<file path="config.mk">
export PLATFORM = sky130hd
export DESIGN_NAME = walk_timing_gate
export DESIGN_NICKNAME = d
export VERILOG_FILES = /design/src/hw/rtl/wtg_pkg.sv /design/src/hw/rtl/walk_timing_gate.sv /design/src/hw/rtl/wtg_cfg_regs.sv /design/src/hw/rtl/wtg_in_stage.sv /design/src/hw/rtl/wtg_core.sv /design/src/hw/rtl/wtg_out_stage.sv
export SDC_FILE = /design/constraint.sdc
export NUM_CORES = 1
export LEC_CHECK = 0
export ABC_CLOCK_PERIOD_IN_PS = 11500
export BUFFER_PORTS_ARGS = -buffer_cell sky130_fd_sc_hd__buf_2
export CAP_MARGIN = 20
export CORE_UTILIZATION = 35
export DETAILED_ROUTE_END_ITERATION = 10
export HOLD_SLACK_MARGIN = 0.05
export SETUP_SLACK_MARGIN = 0.02
export SLEW_MARGIN = 25
export SYNTH_ARGS = -nofsm -noshare
export SYNTH_HDL_FRONTEND = slang
export SYNTH_SLANG_ARGS = --single-unit
</file>
<file path="constraint.sdc">
create_clock -name clk -period 11.5 [get_ports clk]
set_input_delay 1.15 -clock clk [delete_from_list [all_inputs] [get_ports clk]]
set_output_delay 1.15 -clock clk [all_outputs]
set_load 0.01 [all_outputs]
</file>
<file path="src/hw/rtl/wtg_pkg.sv">
package wtg_pkg;

  // Field widths
  localparam int DIST_W = 16;
  localparam int MS_W   = 16;
  localparam int REG_W  = 16;
  localparam int ADDR_W = 3;

  // Stream packing
  localparam int IN_DATA_W  = 24;
  localparam int OUT_DATA_W = 48;

  // Register indexes
  localparam logic [ADDR_W-1:0] REG_START_DIST  = 3'd0;
  localparam logic [ADDR_W-1:0] REG_END_DIST    = 3'd1;
  localparam logic [ADDR_W-1:0] REG_SAMPLE_PER  = 3'd2;
  localparam logic [ADDR_W-1:0] REG_METRO_PER   = 3'd3;
  localparam logic [ADDR_W-1:0] REG_TIMEOUT     = 3'd4;

  // Register reset values
  localparam logic [REG_W-1:0] START_DIST_RST = 16'd100;
  localparam logic [REG_W-1:0] END_DIST_RST   = 16'd350;
  localparam logic [REG_W-1:0] SAMPLE_PER_RST = 16'd20;
  localparam logic [REG_W-1:0] METRO_PER_RST  = 16'd500;
  localparam logic [REG_W-1:0] TIMEOUT_RST    = 16'd60000;

  // Zone margins in cm
  localparam logic [DIST_W:0] START_WIN   = 17'd3;
  localparam logic [DIST_W:0] RANGE_MARG  = 17'd20;
  localparam logic [DIST_W:0] END_WIN     = 17'd5;
  localparam logic [DIST_W:0] WALL_MARG   = 17'd50;
  localparam logic [DIST_W:0] METRO_MARG  = 17'd3;

  // Modes
  localparam logic [1:0] MODE_IDLE = 2'd0;
  localparam logic [1:0] MODE_MEAS = 2'd1;
  localparam logic [1:0] MODE_DONE = 2'd2;

  // Events
  localparam logic [2:0] EV_NONE   = 3'd0;
  localparam logic [2:0] EV_START  = 3'd1;
  localparam logic [2:0] EV_CANCEL = 3'd2;
  localparam logic [2:0] EV_DONE   = 3'd3;
  localparam logic [2:0] EV_WALL   = 3'd4;

  // Beeps
  localparam logic [1:0] BEEP_NONE  = 2'd0;
  localparam logic [1:0] BEEP_START = 2'd1;
  localparam logic [1:0] BEEP_METRO = 2'd2;
  localparam logic [1:0] BEEP_TUNE  = 2'd3;

  // Item kinds
  localparam logic OP_TICK   = 1'b0;
  localparam logic OP_SAMPLE = 1'b1;

  typedef struct packed {
    logic [REG_W-1:0] start_distance;
    logic [REG_W-1:0] end_distance;
    logic [REG_W-1:0] sample_interval;
    logic [REG_W-1:0] metronome_period;
    logic [REG_W-1:0] timeout_limit;
  } cfg_t;

  typedef struct packed {
    logic              operation;
    logic [DIST_W-1:0] distance_cm;
    logic              button_pressed;
  } item_t;

  typedef struct packed {
    logic [1:0]      mode;
    logic            start_zone;
    logic            in_range;
    logic            end_zone;
    logic [2:0]      event_res;
    logic [1:0]      beep_request;
    logic            sample_request;
    logic [MS_W-1:0] elapsed_ms;
    logic [MS_W-1:0] walk_time_ms;
  } result_t;

endpackage

</file>
<file path="src/hw/rtl/walk_timing_gate.sv">
// Channel | Direction | Handshake            | Payload
// in_     | slave     | in_tvalid/in_tready  | tdata: distance_cm, button_pressed; tuser: operation
// out_    | master    | out_tvalid/out_tready| tdata: mode .. walk_time_ms
// cfg_    | write     | cfg_we               | cfg_addr, cfg_wdata
//
// One item per clock sustained while out_tready stays high; each item passes through the input
// register, then one pass of compare/counter logic into the result register.
// Reset is synchronous on rst_n low: mode idle, timer and phases zero, registers default.
// A stalled out_tready holds the result register; the input register then fills and
// in_tready drops until the result transfer frees the slot.
module walk_timing_gate (
  input  logic                         clk,
  input  logic                         rst_n,
  // Input stream
  input  logic                         in_tvalid,
  output logic                         in_tready,
  // [15:0] distance_cm, [16] button_pressed, [23:17] zero
  input  logic [wtg_pkg::IN_DATA_W-1:0]  in_tdata,
  // [0] operation
  input  logic                         in_tuser,
  // Result stream
  output logic                         out_tvalid,
  input  logic                         out_tready,
  // [1:0] mode, [2] start_zone, [3] in_range, [4] end_zone, [7:5] event_res,
  // [9:8] beep_request, [10] sample_request, [26:11] elapsed_ms,
  // [42:27] walk_time_ms, [47:43] zero
  output logic [wtg_pkg::OUT_DATA_W-1:0] out_tdata,
  // Configuration writes
  input  logic                         cfg_we,
  input  logic [wtg_pkg::ADDR_W-1:0]     cfg_addr,
  input  logic [wtg_pkg::REG_W-1:0]      cfg_wdata
);
  import wtg_pkg::*;

  cfg_t    cfg;
  item_t   in_item;
  item_t   item;
  logic    item_valid;
  logic    adv;
  result_t res;
  result_t out_res;

  // Unpack the incoming transfer
  assign in_item.operation      = in_tuser;
  assign in_item.distance_cm    = in_tdata[15:0];
  assign in_item.button_pressed = in_tdata[16];

  wtg_cfg_regs u_cfg (
    .clk       (clk),
    .rst_n     (rst_n),
    .cfg_we    (cfg_we),
    .cfg_addr  (cfg_addr),
    .cfg_wdata (cfg_wdata),
    .cfg       (cfg)
  );

  wtg_in_stage u_in (
    .clk        (clk),
    .rst_n      (rst_n),
    .in_tvalid  (in_tvalid),
    .in_tready  (in_tready),
    .in_item    (in_item),
    .adv        (adv),
    .item_valid (item_valid),
    .item       (item)
  );

  // State and per-item logic; state commits only when the result register loads
  wtg_core u_core (
    .clk   (clk),
    .rst_n (rst_n),
    .cfg   (cfg),
    .item  (item),
    .adv   (adv),
    .res   (res)
  );

  wtg_out_stage u_out (
    .clk        (clk),
    .rst_n      (rst_n),
    .item_valid (item_valid),
    .res        (res),
    .adv        (adv),
    .out_tvalid (out_tvalid),
    .out_tready (out_tready),
    .out_res    (out_res)
  );

  // Pack the result, first field in the low bits
  assign out_tdata = {5'd0,
                      out_res.walk_time_ms,
                      out_res.elapsed_ms,
                      out_res.sample_request,
                      out_res.beep_request,
                      out_res.event_res,
                      out_res.end_zone,
                      out_res.in_range,
                      out_res.start_zone,
                      out_res.mode};

endmodule

</file>
<file path="src/hw/rtl/wtg_cfg_regs.sv">
module wtg_cfg_regs (
  input  logic                      clk,
  input  logic                      rst_n,
  input  logic                      cfg_we,
  input  logic [wtg_pkg::ADDR_W-1:0] cfg_addr,
  input  logic [wtg_pkg::REG_W-1:0]  cfg_wdata,
  output wtg_pkg::cfg_t             cfg
);
  import wtg_pkg::*;

  cfg_t cfg_r;

  always_ff @(posedge clk) begin
    if (!rst_n) begin
      cfg_r.start_distance   <= START_DIST_RST;
      cfg_r.end_distance     <= END_DIST_RST;
      cfg_r.sample_interval  <= SAMPLE_PER_RST;
      cfg_r.metronome_period <= METRO_PER_RST;
      cfg_r.timeout_limit    <= TIMEOUT_RST;
    end else if (cfg_we) begin
      unique case (cfg_addr)
        REG_START_DIST: cfg_r.start_distance   <= cfg_wdata;
        REG_END_DIST:   cfg_r.end_distance     <= cfg_wdata;
        REG_SAMPLE_PER: cfg_r.sample_interval  <= cfg_wdata;
        REG_METRO_PER:  cfg_r.metronome_period <= cfg_wdata;
        REG_TIMEOUT:    cfg_r.timeout_limit    <= cfg_wdata;
        default: ;  // unmapped index: drop the write
      endcase
    end
  end

  assign cfg = cfg_r;

endmodule

</file>
<file path="src/hw/rtl/wtg_in_stage.sv">
module wtg_in_stage (
  input  logic          clk,
  input  logic          rst_n,
  input  logic          in_tvalid,
  output logic          in_tready,
  input  wtg_pkg::item_t in_item,
  input  logic          adv,
  output logic          item_valid,
  output wtg_pkg::item_t item
);
  import wtg_pkg::*;

  logic  valid_r;
  item_t item_r;

  // Take a new item when empty or when the held one moves on this cycle
  assign in_tready = !valid_r || adv;

  always_ff @(posedge clk) begin
    if (!rst_n) begin
      valid_r <= 1'b0;
    end else if (in_tready) begin
      valid_r <= in_tvalid;
    end
  end

  always_ff @(posedge clk) begin
    if (in_tready && in_tvalid) begin
      item_r <= in_item;
    end
  end

  assign item_valid = valid_r;
  assign item       = item_r;

endmodule

</file>
<file path="src/hw/rtl/wtg_core.sv">
module wtg_core (
  input  logic            clk,
  input  logic            rst_n,
  input  wtg_pkg::cfg_t   cfg,
  input  wtg_pkg::item_t  item,
  input  logic            adv,
  output wtg_pkg::result_t res
);
  import wtg_pkg::*;

  logic [1:0]        mode_r,      mode_nxt;
  logic              running_r,   running_nxt;
  logic [MS_W-1:0]   elapsed_r,   elapsed_nxt;
  logic [MS_W-1:0]   mphase_r,    mphase_nxt;
  logic [MS_W-1:0]   sphase_r,    sphase_nxt;
  logic [DIST_W-1:0] last_dist_r, last_dist_nxt;
  logic [MS_W-1:0]   walk_time_r, walk_time_nxt;

  always_comb begin
    logic [DIST_W:0] d, ld, s, e;
    logic [MS_W:0]   el_inc;
    logic [MS_W-1:0] sp_inc, mp_inc;
    logic            zs, zr, ze;
    logic [2:0]      ev;
    logic [1:0]      beep;
    logic            sreq;

    d  = {1'b0, item.distance_cm};
    ld = {1'b0, last_dist_r};
    s  = {1'b0, cfg.start_distance};
    e  = {1'b0, cfg.end_distance};
    el_inc = {1'b0, elapsed_r} + {{MS_W{1'b0}}, 1'b1};
    sp_inc = sphase_r + {{(MS_W-1){1'b0}}, 1'b1};
    mp_inc = mphase_r + {{(MS_W-1){1'b0}}, 1'b1};
    zs = 1'b0;
    zr = 1'b0;
    ze = 1'b0;
    ev = EV_NONE;
    beep = BEEP_NONE;
    sreq = 1'b0;

    mode_nxt      = mode_r;
    running_nxt   = running_r;
    elapsed_nxt   = elapsed_r;
    mphase_nxt    = mphase_r;
    sphase_nxt    = sphase_r;
    last_dist_nxt = last_dist_r;
    walk_time_nxt = walk_time_r;

    if (item.operation == OP_TICK) begin
      // Sample request pacing
      if (sp_inc >= cfg.sample_interval) begin
        sphase_nxt = '0;
        sreq = 1'b1;
      end else begin
        sphase_nxt = sp_inc;
      end
      if (running_r) begin
        // Wrap the timer at the limit or on 16-bit overflow
        if (el_inc >= {1'b0, cfg.timeout_limit} || el_inc[MS_W]) begin
          elapsed_nxt = '0;
          mphase_nxt  = '0;
        end else begin
          elapsed_nxt = el_inc[MS_W-1:0];
          mphase_nxt  = (mp_inc >= cfg.metronome_period) ? '0 : mp_inc;
        end
        if (mphase_nxt == '0 && ld < e + METRO_MARG && ld > s) begin
          beep = BEEP_METRO;
        end
      end
    end else begin
      last_dist_nxt = item.distance_cm;
      if ((mode_r == MODE_IDLE || mode_r == MODE_DONE) && item.button_pressed) begin
        mode_nxt = MODE_MEAS;
      end
      // Button held with the wall too near: abort back to idle
      if (item.button_pressed && d < e + WALL_MARG) begin
        mode_nxt    = MODE_IDLE;
        running_nxt = 1'b0;
        ev          = EV_WALL;
      end
      if (mode_nxt == MODE_MEAS) begin
        zs = (d > s) && (d < s + START_WIN);
        zr = (d < e + RANGE_MARG) && (d + RANGE_MARG > s);
        ze = (d > e) && (d < e + END_WIN);
        if (zs) begin
          elapsed_nxt = '0;
          mphase_nxt  = '0;
          running_nxt = 1'b1;
          ev          = EV_START;
          beep        = BEEP_START;
        end
        if (!zr && running_nxt) begin
          elapsed_nxt = '0;
          mphase_nxt  = '0;
          running_nxt = 1'b0;
          ev          = EV_CANCEL;
        end
        if (ze && running_nxt) begin
          walk_time_nxt = elapsed_nxt;
          elapsed_nxt   = '0;
          mphase_nxt    = '0;
          running_nxt   = 1'b0;
          mode_nxt      = MODE_DONE;
          ev            = EV_DONE;
          beep          = BEEP_TUNE;
        end
      end
    end

    res.mode           = mode_nxt;
    res.start_zone     = zs;
    res.in_range       = zr;
    res.end_zone       = ze;
    res.event_res      = ev;
    res.beep_request   = beep;
    res.sample_request = sreq;
    res.elapsed_ms     = elapsed_nxt;
    res.walk_time_ms   = walk_time_nxt;
  end

  always_ff @(posedge clk) begin
    if (!rst_n) begin
      mode_r      <= MODE_IDLE;
      running_r   <= 1'b0;
      elapsed_r   <= '0;
      mphase_r    <= '0;
      sphase_r    <= '0;
      last_dist_r <= '0;
      walk_time_r <= '0;
    end else if (adv) begin
      mode_r      <= mode_nxt;
      running_r   <= running_nxt;
      elapsed_r   <= elapsed_nxt;
      mphase_r    <= mphase_nxt;
      sphase_r    <= sphase_nxt;
      last_dist_r <= last_dist_nxt;
      walk_time_r <= walk_time_nxt;
    end
  end

endmodule

</file>
<file path="src/hw/rtl/wtg_out_stage.sv">
module wtg_out_stage (
  input  logic             clk,
  input  logic             rst_n,
  input  logic             item_valid,
  input  wtg_pkg::result_t res,
  output logic             adv,
  output logic             out_tvalid,
  input  logic             out_tready,
  output wtg_pkg::result_t out_res
);
  import wtg_pkg::*;

  logic    valid_r;
  result_t res_r;

  // Advance when an item waits and the result slot is free or draining
  assign adv = item_valid && (!valid_r || out_tready);

  always_ff @(posedge clk) begin
    if (!rst_n) begin
      valid_r <= 1'b0;
    end else if (adv) begin
      valid_r <= 1'b1;
    end else if (out_tready) begin
      valid_r <= 1'b0;
    end
  end

  always_ff @(posedge clk) begin
    if (adv) begin
      res_r <= res;
    end
  end

  assign out_tvalid = valid_r;
  assign out_res    = res_r;

endmodule
</file>
Yosys cells after proc, flatten, opt, wreduce, memory -nomap -nowiden
Index checks and enable logic that the tools add are counted.
W data, S select, Z words.
- flip-flop bits (word level): 226
- bitwise operators: 1
- equality and inequality tests: 8
- muxes and demuxes: 50
- magnitude comparators: 12
- add/sub/neg operators: 9
- reductions and logical operators: 32
- operator list (operator ; count):
    $mux W16 ; 21
    $lt A16 B17 Y1 ; 5
    $gt A16 B16 Y1 ; 3
    $add A16 B2 Y17 const B ; 2
    $add A16 B5 Y17 const B ; 2
    $add A16 B1 Y16 const B ; 2
    $ge A16 B16 Y1 ; 2
    $mux W2 ; 11
    $add A16 B1 Y17 const B ; 1
    $add A16 B3 Y17 const B ; 1
    $add A16 B6 Y17 const B ; 1
    $ge A17 B16 Y1 ; 1
    $gt A17 B16 Y1 ; 1
    $logic_not A16 Y1 ; 1
    $reduce_and A2 Y1 ; 8
    $mux W3 ; 5
    $mux W1 ; 13
    $logic_and A1 B1 Y1 ; 11
    $eq A3 B2 Y1 const B ; 2
    $logic_or A1 B1 Y1 ; 4
    $ne A4 B1 Y1 const B ; 1
    $reduce_and A4 Y1 ; 1
    $reduce_bool A2 Y1 ; 2
    $eq A3 B1 Y1 const B ; 1
    other kinds (8) ; 10

Depth between registers and ports, before layout
Gate-level depths: netlist of run 1.
- word-level depth: 17
- gate-level depth with buffers: 18
- depth with buffers taken out: 16

Modules after synthesis
From an unflattened synthesis of run 1, not the netlist that was laid out.
- cell total of the unflattened synthesis: 1740
- area, all modules: 15433.6 sq um
- by module, submodules not included (module ; cells each ; seq. area each (sq um) ; area each (sq um) ; times used):
    wtg_core ; 1365 ; 1661.6 ; 10342.4 ; 1
    wtg_cfg_regs ; 299 ; 1601.5 ; 3113.0 ; 1
    wtg_out_stage ; 47 ; 1311.3 ; 1338.8 ; 1
    wtg_in_stage ; 23 ; 560.5 ; 598.1 ; 1
    walk_timing_gate ; 6 ; 0.0 ; 41.3 ; 1

Worst setup path after synthesis of run 1
Ideal clock, no wire load.
- path type: reg-to-reg
- start point: register u_core.elapsed_r[2]
- end point: register u_core.elapsed_r[12]
- arrival time: 4.058 ns
- path slack: 7.351 ns
- stages on the path, launching flop included: 18
- period minus slack after synthesis: 4.149 ns
- cell sequence: dfxtp_1 clkbuf_1 and3_1 clkbuf_1 nand4_1 or2_2 nor3_1 nand3_1 xnor2_1 ha_1 a2111o_1 a21oi_1 o211a_1 a21oi_1 nor3_1 clkbuf_1 nand3_1 a311oi_1
- cells in the longest elaborated chain, start to end: 6
- RTL lines (item ; line ; RTL):
    from (decl) ; wtg_core.sv:13 ; logic [MS_W-1:0] elapsed_r, elapsed_nxt;
    from (signal assigned) ; wtg_core.sv:134 ; elapsed_r <= elapsed_nxt;
    $add A16 B1 Y17 (*) ; wtg_core.sv:32 ; el_inc = {1'b0, elapsed_r} + {{MS_W{1'b0}}, 1'b1};
    $ge A17 B16 Y1 ; wtg_core.sv:60 ; if (el_inc >= {1'b0, cfg.timeout_limit} || el_inc[MS_W]) begin
    $logic_or A1 B1 Y1 ; wtg_core.sv:60 ;
    $mux W16 (*) ; wtg_core.sv:60 ;
    $mux W16 (*) ; wtg_core.sv:58 ; if (running_r) begin
    $mux W16 (*) ; wtg_core.sv:50 ; if (item.operation == OP_TICK) begin
Mark *: on every way between the ends. The rest lies on a longest branch, timed or not.
A chain may end at the register's enable or synchronous reset.

Final worst setup path of run 1
- start point: register u_cfg.cfg_r, in the netlist u_cfg.cfg[68]
- end point: register u_core.walk_time_r[6]
- cells in the longest elaborated chain, start to end: 14
- elaborated cells on any way between the ends: 20
- classes of those cells: 1 x add/sub; 3 x order compare; 11 x mux; 5 x reduce/logical
- RTL lines (item ; line ; RTL):
    from (decl) ; wtg_cfg_regs.sv:11 ; cfg_t cfg_r;
    $add A16 B2 Y17 ; wtg_core.sv:83 ; zs = (d > s) && (d < s + START_WIN);
    $lt A16 B17 Y1 ; wtg_core.sv:83 ;
    $logic_and A1 B1 Y1 ; wtg_core.sv:83 ;
    $mux W1 ; wtg_core.sv:86 ; if (zs) begin
    $mux W1 ; wtg_core.sv:82 ; if (mode_nxt == MODE_MEAS) begin
    $mux W1 ; wtg_core.sv:50 ;
    $logic_and A1 B1 Y1 ; wtg_core.sv:93 ; if (!zr && running_nxt) begin
    $mux W1 ; wtg_core.sv:93 ;
    $mux W1 ; wtg_core.sv:82 ;
    $mux W1 ; wtg_core.sv:50 ;
    $logic_and A1 B1 Y1 ; wtg_core.sv:99 ; if (ze && running_nxt) begin
    $mux W16 (*) ; wtg_core.sv:99 ;
    $mux W16 (*) ; wtg_core.sv:82 ;
    $mux W16 (*) ; wtg_core.sv:50 ;
    to (signal assigned) ; wtg_core.sv:138 ; walk_time_r <= walk_time_nxt;
    to (decl) ; wtg_core.sv:17 ; logic [MS_W-1:0] walk_time_r, walk_time_nxt;
Mark *: on every way between the ends. The rest lies on a longest branch, timed or not. The select of a mux whose other input is x is not followed.

==> results by group, run 1 <==
Outcome
  • Result of the run: finished, final reports clean

Worst setup path
  • Beginning of the worst register-to-register path: u_cfg.cfg[68]
  • Arrival time worst endpoint: 5.45 ns
  • Crit path launch: u_cfg.cfg[68]
  • Crit end category: flip-flop
  • Critical path required time: between 10 and 15 ns
  • CP Max Fanout: 32
  • Startpoint types: flip-flop
  • Start-to-end type of the worst setup path: reg2reg

Place
  • Placed inst area: about 16000 um2
  • Quantity of I/O buffers inserted on ports: 86
  • HPWL after DPL: 33.19 mm
  • Post-placement setup slack: 6.630 ns
  • Final RePlAce weighted congestion: a little under 0.9
  • Instance count after placement with tap cells included: roughly 2.5k

Detailed routing
  • Number of nets with antenna violations after routing: 0
  • Number of vias in the routed layout: between 10k and 15k
  • Number of detailed-routing iterations run before antenna repair: 5
  • Routed length per placed instance: 18.05 um
  • Drt via density: approximately 5.5
  • Detailed router's first-iteration violation count: approximately 1.1k
  • Total wire length after detailed routing: 45.46 mm
  • Residual DRC count: 0

CTS
  • CTS tree: built
  • Clock sink total: ~230
  • Worst-Skew Late Latency: 0.58 ns
  • Number of buffers inserted by hold repair at cts: 0
  • Setup Buffers After CTS: 0
  • CTS H-tree depth: 1
  • Buffer depth of the longest clock path: 3
  • Register clock-pin slew on the reported worst setup and hold paths: around 0.06 ns
  • Post-CTS resize count: 0
  • Root cell of the clock tree: sky130_fd_sc_hd__clkbuf_16
  • Number of buffers inserted during clock tree synthesis: 27

Synthesis
  • EDFF count, synth: between 60 and 70
  • Cell taking the most area after synthesis: sky130_fd_sc_hd__dfxtp_1
  • Number of different library cells in the post-synthesis netlist: 85
  • Top cell type's share of synthesized area: 21.16%
  • Proportion of register bits with asynchronous set or reset after synthesis: 0%
  • Cell types with the largest area share after synthesis: sky130_fd_sc_hd__dfxtp_1 (21%), sky130_fd_sc_hd__ha_1 (16%), sky130_fd_sc_hd__edfxtp_1 (12%)
  • Number of instances in the synthesized netlist: between 1.5k and 2k
  • Top flip-flop cell by instance count after synthesis: sky130_fd_sc_hd__dfxtp_1
  • Number of synthesized register bits: about 230
  • Synth warn: 0
  • Post-Syn Area per Cell: 8.360 um2
  • Sequential fraction of the synthesis area: ~33%
  • Total standard cell area after synthesis: 15610 um2

Timing
  • Fmax: roughly 200 MHz
  • Relative max-transition margin: 29.74%
  • Final setup TNS: 0 ns
  • Final clock period utilization by the worst path: about 43%
  • Worst setup skew after layout: between 0.01 and 0.015 ns
  • Count of final setup violators: 0
  • Fin crit period: between 4 and 5 ns
  • Hold Fails Final Rpt: 0
  • Post-Route Hold Slack: around 0.45 ns
  • Transition at the pin with the smallest max-transition slack: approximately 1.1 ns
  • Worst Setup Slack, final: 6.535 ns
  • Setup repair after global routing missed its margin: no
  • Max Transition Viols Final: 0

Floorplan
  • Std-Cell Rows: slightly below 80
  • Vertical die dimension: around 210 um
  • Initial standard-cell utilization of the core: ~35%
  • Die footprint: around 45000 um2
  • Die X: ~210 um
  • Count of boundary I/O pins: 99
  • Core Footprint: between 40000 and 50000 um2

Global route
  • Via count of the first global-routing pass: roughly 13k
  • Met2 usage in global routing: a little under a third
  • Combined global-route utilization of all metal layers: approximately 20%
  • Met3 GRT Util: approximately 3.4%
  • Residual overflow from global routing: 0
  • First-pass GRT wire length: 70.79 mm
  • Pin count of the biggest net entering global routing: 90
  • Global-route track usage on met1: ~28%
  • Antenna violations before repair: 1
  • Global-route layer with the greatest usage: met2

Pwr
  • Leakage power total: roughly 6.6 nW
  • Pwr/cell area: approximately 110 nW/um2
  • Worst-case vdd ir drop: 111.3 uV
  • Post-route total power: ~2.0 mW

Layout
  • Ratio of cells with drive above 1 in the final layout: 10.02%
  • Final Instance Area: ~17000 um2
  • Most common cell after layout, fill and taps aside: sky130_fd_sc_hd__nand2_1
  • Top library cells by usage in the layout, fill and taps aside: sky130_fd_sc_hd__nand2_1 (287), sky130_fd_sc_hd__ha_1 (198), sky130_fd_sc_hd__a21oi_1 (182)
  • Area added between synthesis and finish: 11.37%
  • Final net count: approximately 2.2k
  • # fillers: 4503
  • Non-filler cells, final: 2519
  • Final Core Density: slightly below 40%
  • Diodes inserted: 0

Flow run
  • Number of maximum-capacitance constraint violations: 0

Worst hold path
  • Worst hold path class: reg2reg
  • Min-Delay Startpoint: u_cfg.cfg[47]
-- final cells by class --
type | count | area (um2) | share of cell area [%]
Multi-Input combinational cell | 1438 | 9656 | 55.55
Sequential cell | 226 | 5135 | 29.54
Clock buffer | 32 | 767.0 | 4.412
Tap cell | 592 | 740.7 | 4.261
Timing Repair Buffer | 95 | 498.0 | 2.865
Inverter | 118 | 445.4 | 2.562
Clock inverter | 18 | 141.4 | 0.8134
-- state kept, by name, indices dropped and copies added (netlist names), 16 cells and up --
register and cells:
u_core.walk_time_r 16, u_cfg.cfg 80, u_core.elapsed_r 16, u_in.item 18, u_core.last_dist_r 16, u_core.sphase_r 16, u_core.mphase_r 16, u_out.out_res 43
-- path summary, 6_finish.rpt --
check | to | cells after the start | slack, ns
hold reg to reg | u_cfg.cfg[47] | 2 | 0.45
hold / removal | u_cfg.cfg[47] | 2 | 0.45
setup reg to reg | u_core.walk_time_r[6] | 13 | 6.53
setup / recovery | u_core.walk_time_r[6] | 13 | 6.53
-- worst max-delay path, cell delays in order, from the launching register on --
cell                       delay (ns)
sky130_fd_sc_hd__dfxtp_1         0.42
sky130_fd_sc_hd__nand4_1         0.24
sky130_fd_sc_hd__a211oi_1        0.57
sky130_fd_sc_hd__nand2_1         0.15
sky130_fd_sc_hd__nor4_1          0.47
sky130_fd_sc_hd__xnor2_1         0.15
sky130_fd_sc_hd__ha_1            0.29
sky130_fd_sc_hd__nand2_1         0.08
sky130_fd_sc_hd__or4_1           0.52
sky130_fd_sc_hd__o21ai_0         0.36
sky130_fd_sc_hd__a31oi_2         0.33
sky130_fd_sc_hd__a21o_1          0.57
sky130_fd_sc_hd__or4_1           0.60
sky130_fd_sc_hd__a21oi_1         0.14
-- synthesized netlist by cell type (9+ instances only) --
cell type                  number
sky130_fd_sc_hd__a21o_1        26
sky130_fd_sc_hd__o21ai_0       67
sky130_fd_sc_hd__nor4_1        10
sky130_fd_sc_hd__nor2b_1       17
sky130_fd_sc_hd__o211ai_1      30
sky130_fd_sc_hd__o21a_1         9
sky130_fd_sc_hd__dfxtp_1      165
sky130_fd_sc_hd__mux2i_1        9
sky130_fd_sc_hd__ha_1         198
sky130_fd_sc_hd__nand4_1       36
sky130_fd_sc_hd__buf_2         11
sky130_fd_sc_hd__or4_1         18
sky130_fd_sc_hd__nand2b_1      11
sky130_fd_sc_hd__nor2_1       100
sky130_fd_sc_hd__inv_1        115
sky130_fd_sc_hd__nand3_1       70
sky130_fd_sc_hd__and3_1        17
sky130_fd_sc_hd__a21oi_1      183
sky130_fd_sc_hd__clkbuf_1      57
sky130_fd_sc_hd__a211oi_1      15
sky130_fd_sc_hd__a31oi_1       25
sky130_fd_sc_hd__nand2_1      287
sky130_fd_sc_hd__a31o_2        12
sky130_fd_sc_hd__nor3_1        32
sky130_fd_sc_hd__buf_4         11
sky130_fd_sc_hd__edfxtp_1      61
sky130_fd_sc_hd__o31ai_1       21
sky130_fd_sc_hd__xor2_1        20
sky130_fd_sc_hd__or4b_2         9
sky130_fd_sc_hd__xnor2_1       98
-- layer usage --
metal  vias to the layer above  share of wire [%]
met1                      6499                 47
li1                       6788                  -
met5                         -              0.022
met3                        87                6.1
met4                         2                3.2
met2                       392                 43
-- logic make-up after synthesis --
kind of cell	after synthesis	synth area share [%]
adders and majority gates	198	15.87
muxes	9	0.5772
other	1	0.02403
DFF	226	32.90
buffers and inverters	207	5.523
AOI/OAI and AO/OA	455	18.46
xor gates and xnor gates	118	6.621
and+or+nand+nor	653	20.02
-- power breakdown --
group / total (mW) / internal [mW] / switching [mW]
Clock: 0.874 / 0.501 / 0.373
Sequential: 0.864 / 0.838 / 0.0262
Combinational: 0.224 / 0.0794 / 0.144
Total: 1.96 / 1.42 / 0.543
No activity file was read; power rests on OpenSTA's default activity.
==> run 2, diff against run 1 <==
Settings changed: ABC_CLOCK_PERIOD_IN_PS 11500 to 4600.
Clock period 11.5 ns to 4.6 ns, I/O delays scaled along.
==> run 2 against run 1 <==
  * Flip-flop and latch count unchanged
  * Total power increased to 2.6 times the previous value
  * Highest routed layer is now met4
  * Worst hold slack got worse by 0.39 ns
  * Critical path type unchanged
  * Critical endpoint is now u_out.out_res[34]
==> results by group, run 2 (synthesis gave the netlist of run 1 again) <==
Floorplan
  • Die X: approximately 210 um
  • Initial standard-cell utilization of the core: between 30% and 40%
  • Count of boundary I/O pins: 99
  • Vertical die dimension: roughly 210 um
  • Std-Cell Rows: 77
  • Core Footprint: 44120 um2
  • Die footprint: roughly 45000 um2

Pwr
  • Sw power: between 1 and 1.5 mW
  • Leakage power total: approximately 7 nW
  • Worst-case vdd ir drop: roughly 260 uV
  • Sw Share: a little over a quarter
  • Clock power share: a little under half
  • Cell internal pwr: 3.781 mW
  • Share of total power in combinational logic: 12.0%
  • Pwr/cell area: between 200 and 300 nW/um2
  • Sequential Power Share: between 40% and 50%

Worst hold path
  • Worst hold path class: in2reg

CTS
  • Clock sink total: between 200 and 250
  • Buffer depth of the longest clock path: 3
  • CTS H-tree depth: 1
  • Root cell of the clock tree: sky130_fd_sc_hd__clkbuf_16
  • Setup Buffers After CTS: 0
  • CTS tree: built
  • Register clock-pin slew on the reported worst setup and hold paths: approximately 0.06 ns
  • Worst-Skew Late Latency: roughly 0.58 ns
  • Number of buffers inserted during clock tree synthesis: 28

Detailed routing
  • Detailed router's first-iteration violation count: ~1.1k
  • Number of nets with antenna violations after routing: 0
  • Routed length per placed instance: ~18 um
  • Number of detailed-routing iterations run before antenna repair: 5
  • Total wire length after detailed routing: ~47 mm
  • Drt via density: approximately 5.4
  • Number of vias in the routed layout: about 14k
  • Residual DRC count: 0

Place
  • HPWL after DPL: 34.57 mm
  • Post-placement setup slack: around 0.27 ns
  • Quantity of I/O buffers inserted on ports: 86
  • Placed inst area: between 15000 and 20000 um2
  • Instance count after placement with tap cells included: between 2k and 3k
  • Final RePlAce weighted congestion: about 0.93

Timing
  • Relative max-transition margin: 44.14%
  • Max Transition Viols Final: 0
  • Transition at the pin with the smallest max-transition slack: roughly 0.84 ns
  • Fmax: roughly 230 MHz
  • Worst setup skew after layout: around 0.015 ns
  • Setup repair after global routing missed its margin: no
  • Final clock period utilization by the worst path: a little over nine tenths
  • Hold Fails Final Rpt: 0
  • Final setup TNS: 0 ns
  • Worst Setup Slack, final: roughly 0.19 ns
  • Fin crit period: approximately 4.4 ns
  • Count of final setup violators: 0

Worst setup path
  • Critical path required time: 4.90 ns
  • Arrival time worst endpoint: approximately 4.7 ns
  • Worst reg2reg path endpoint: u_out.out_res[34]
  • Crit path launch: u_core.elapsed_r[1]
  • Start-to-end type of the worst setup path: reg2reg
  • Crit end category: flip-flop
  • CP Max Fanout: 5
  • CP endpoint: u_out.out_res[34]
  • Beginning of the worst register-to-register path: u_core.elapsed_r[1]
  • Startpoint types: flip-flop
  • Minimum setup slack among reg-to-reg paths: between 0.15 and 0.2 ns
  • Logic depth of the worst register-to-register path: 14

Global route
  • Combined global-route utilization of all metal layers: 20.55%
  • Antenna violations before repair: 0
  • First-pass GRT wire length: roughly 73 mm
  • Pin count of the biggest net entering global routing: 66
  • Residual overflow from global routing: 0
  • Via count of the first global-routing pass: between 10k and 15k

Layout
  • Final Instance Area: 18020 um2
  • Non-filler cells, final: 2586
  • Final net count: 2219
  • Ratio of cells with drive above 1 in the final layout: roughly 12%
  • # fillers: 4468
  • Top library cells by usage in the layout, fill and taps aside: sky130_fd_sc_hd__nand2_1 (287), sky130_fd_sc_hd__ha_1 (198), sky130_fd_sc_hd__a21oi_1 (183)
  • Area added between synthesis and finish: 15.43%
  • Number of flip-flops in the largest register: 80
  • Diodes inserted: 0
  • Most common cell after layout, fill and taps aside: sky130_fd_sc_hd__nand2_1
  • Final Core Density: approximately two fifths

Flow run
  • Number of maximum-capacitance constraint violations: 0

Outcome
  • Result of the run: finished, final reports clean
==> run 2: cell types whose count changed in the layout (fill, tap and decap cells not counted), sizes merged, moves of 3 or more <==
cell         before  now
buf              95  149
bufinv            1    5
clkinvlp          5    2
dlygate4sd3       0   11
clkbuf           32   36
clkinv           14   10
==> run 2: layer usage <==
metal / global-route usage (%) / vias up / wire length, um
li1: - / 6912 / -
met1: 27.94 / 6619 / 21220
met2: 34.43 / 396 / 21660
met3: 2.236 / 67 / 2809
met4: 5.468 / 0 / 1006
met5: 0 / - / 0
==> run 2: critical path, cell delays in order, from the launching register on <==
cell and delay, ns:
sky130_fd_sc_hd__dfxtp_1 0.41, sky130_fd_sc_hd__and3_1 0.31, sky130_fd_sc_hd__nand4_1 0.28, sky130_fd_sc_hd__or2_2 0.39, sky130_fd_sc_hd__nor3_1 0.30, sky130_fd_sc_hd__nand3_1 0.14, sky130_fd_sc_hd__xnor2_1 0.17, sky130_fd_sc_hd__ha_1 0.25
sky130_fd_sc_hd__a2111o_1 0.40, sky130_fd_sc_hd__a21oi_1 0.12, sky130_fd_sc_hd__o211a_1 0.20, sky130_fd_sc_hd__a21oi_1 0.21, sky130_fd_sc_hd__nand2b_1 0.23, sky130_fd_sc_hd__a31oi_1 0.48, sky130_fd_sc_hd__o31ai_1 0.24
==> run 2: through the flow <==
| step | hold slack, ns | power, mW |
|---|---|---|
| 2_1_floorplan | 0.4363 | 2.554 |
| 3_3_place_gp | 0.4448 | 2.767 |
| 3_5_place_dp | 0.4473 | 2.784 |
| 4_1_cts | 0.05115 | 5.202 |
| 5_1_grt | 0.05877 | 5.366 |
| 6_report | 0.06767 | 5.160 |
==> run 2: area by class of cell <==
type / instances / area, um2 / share of cell area (%)
Multi-Input combinational cell: 1438 / 9654 / 53.58
Sequential cell: 226 / 5136 / 28.51
Inverter: 118 / 444.2 / 2.465
Clock inverter: 16 / 241.5 / 1.340
Timing Repair Buffer: 160 / 1039 / 5.764
Tap cell: 592 / 740.7 / 4.111
Clock buffer: 36 / 762.0 / 4.229
==> run 2: worst min path at each step <==
stage / startpoint / to / slack, ns / cells past startpoint
2_1_floorplan: u_cfg.cfg[10] / u_cfg.cfg[10] / 0.44 / 2
3_3_place_gp: u_cfg.cfg[31] / u_cfg.cfg[31] / 0.44 / 2
3_5_place_dp: u_cfg.cfg[28] / u_cfg.cfg[28] / 0.45 / 2
4_1_cts: in_tdata[8] / u_in.item[9] / 0.05 / 1
5_1_grt: in_tdata[10] / u_in.item[11] / 0.06 / 1
6_report: in_tdata[10] / u_in.item[11] / 0.07 / 1
==> run 2: power by group through the flow <==
stage	clock network (mW)	registers, mW	logic, mW
global route	2.53	2.14	0.695
detailed placement	0	2.18	0.605
floorplan	0	2.18	0.373
CTS	2.45	2.14	0.618
global placement	0	2.18	0.588
finish	2.40	2.14	0.621
==> run 2: what timing repair did <==
action,CTS,global route
endpoints found under the hold margin,11,0
resized for setup,0,4
endpoints found under the setup margin,0,23
hold buffers,11,0
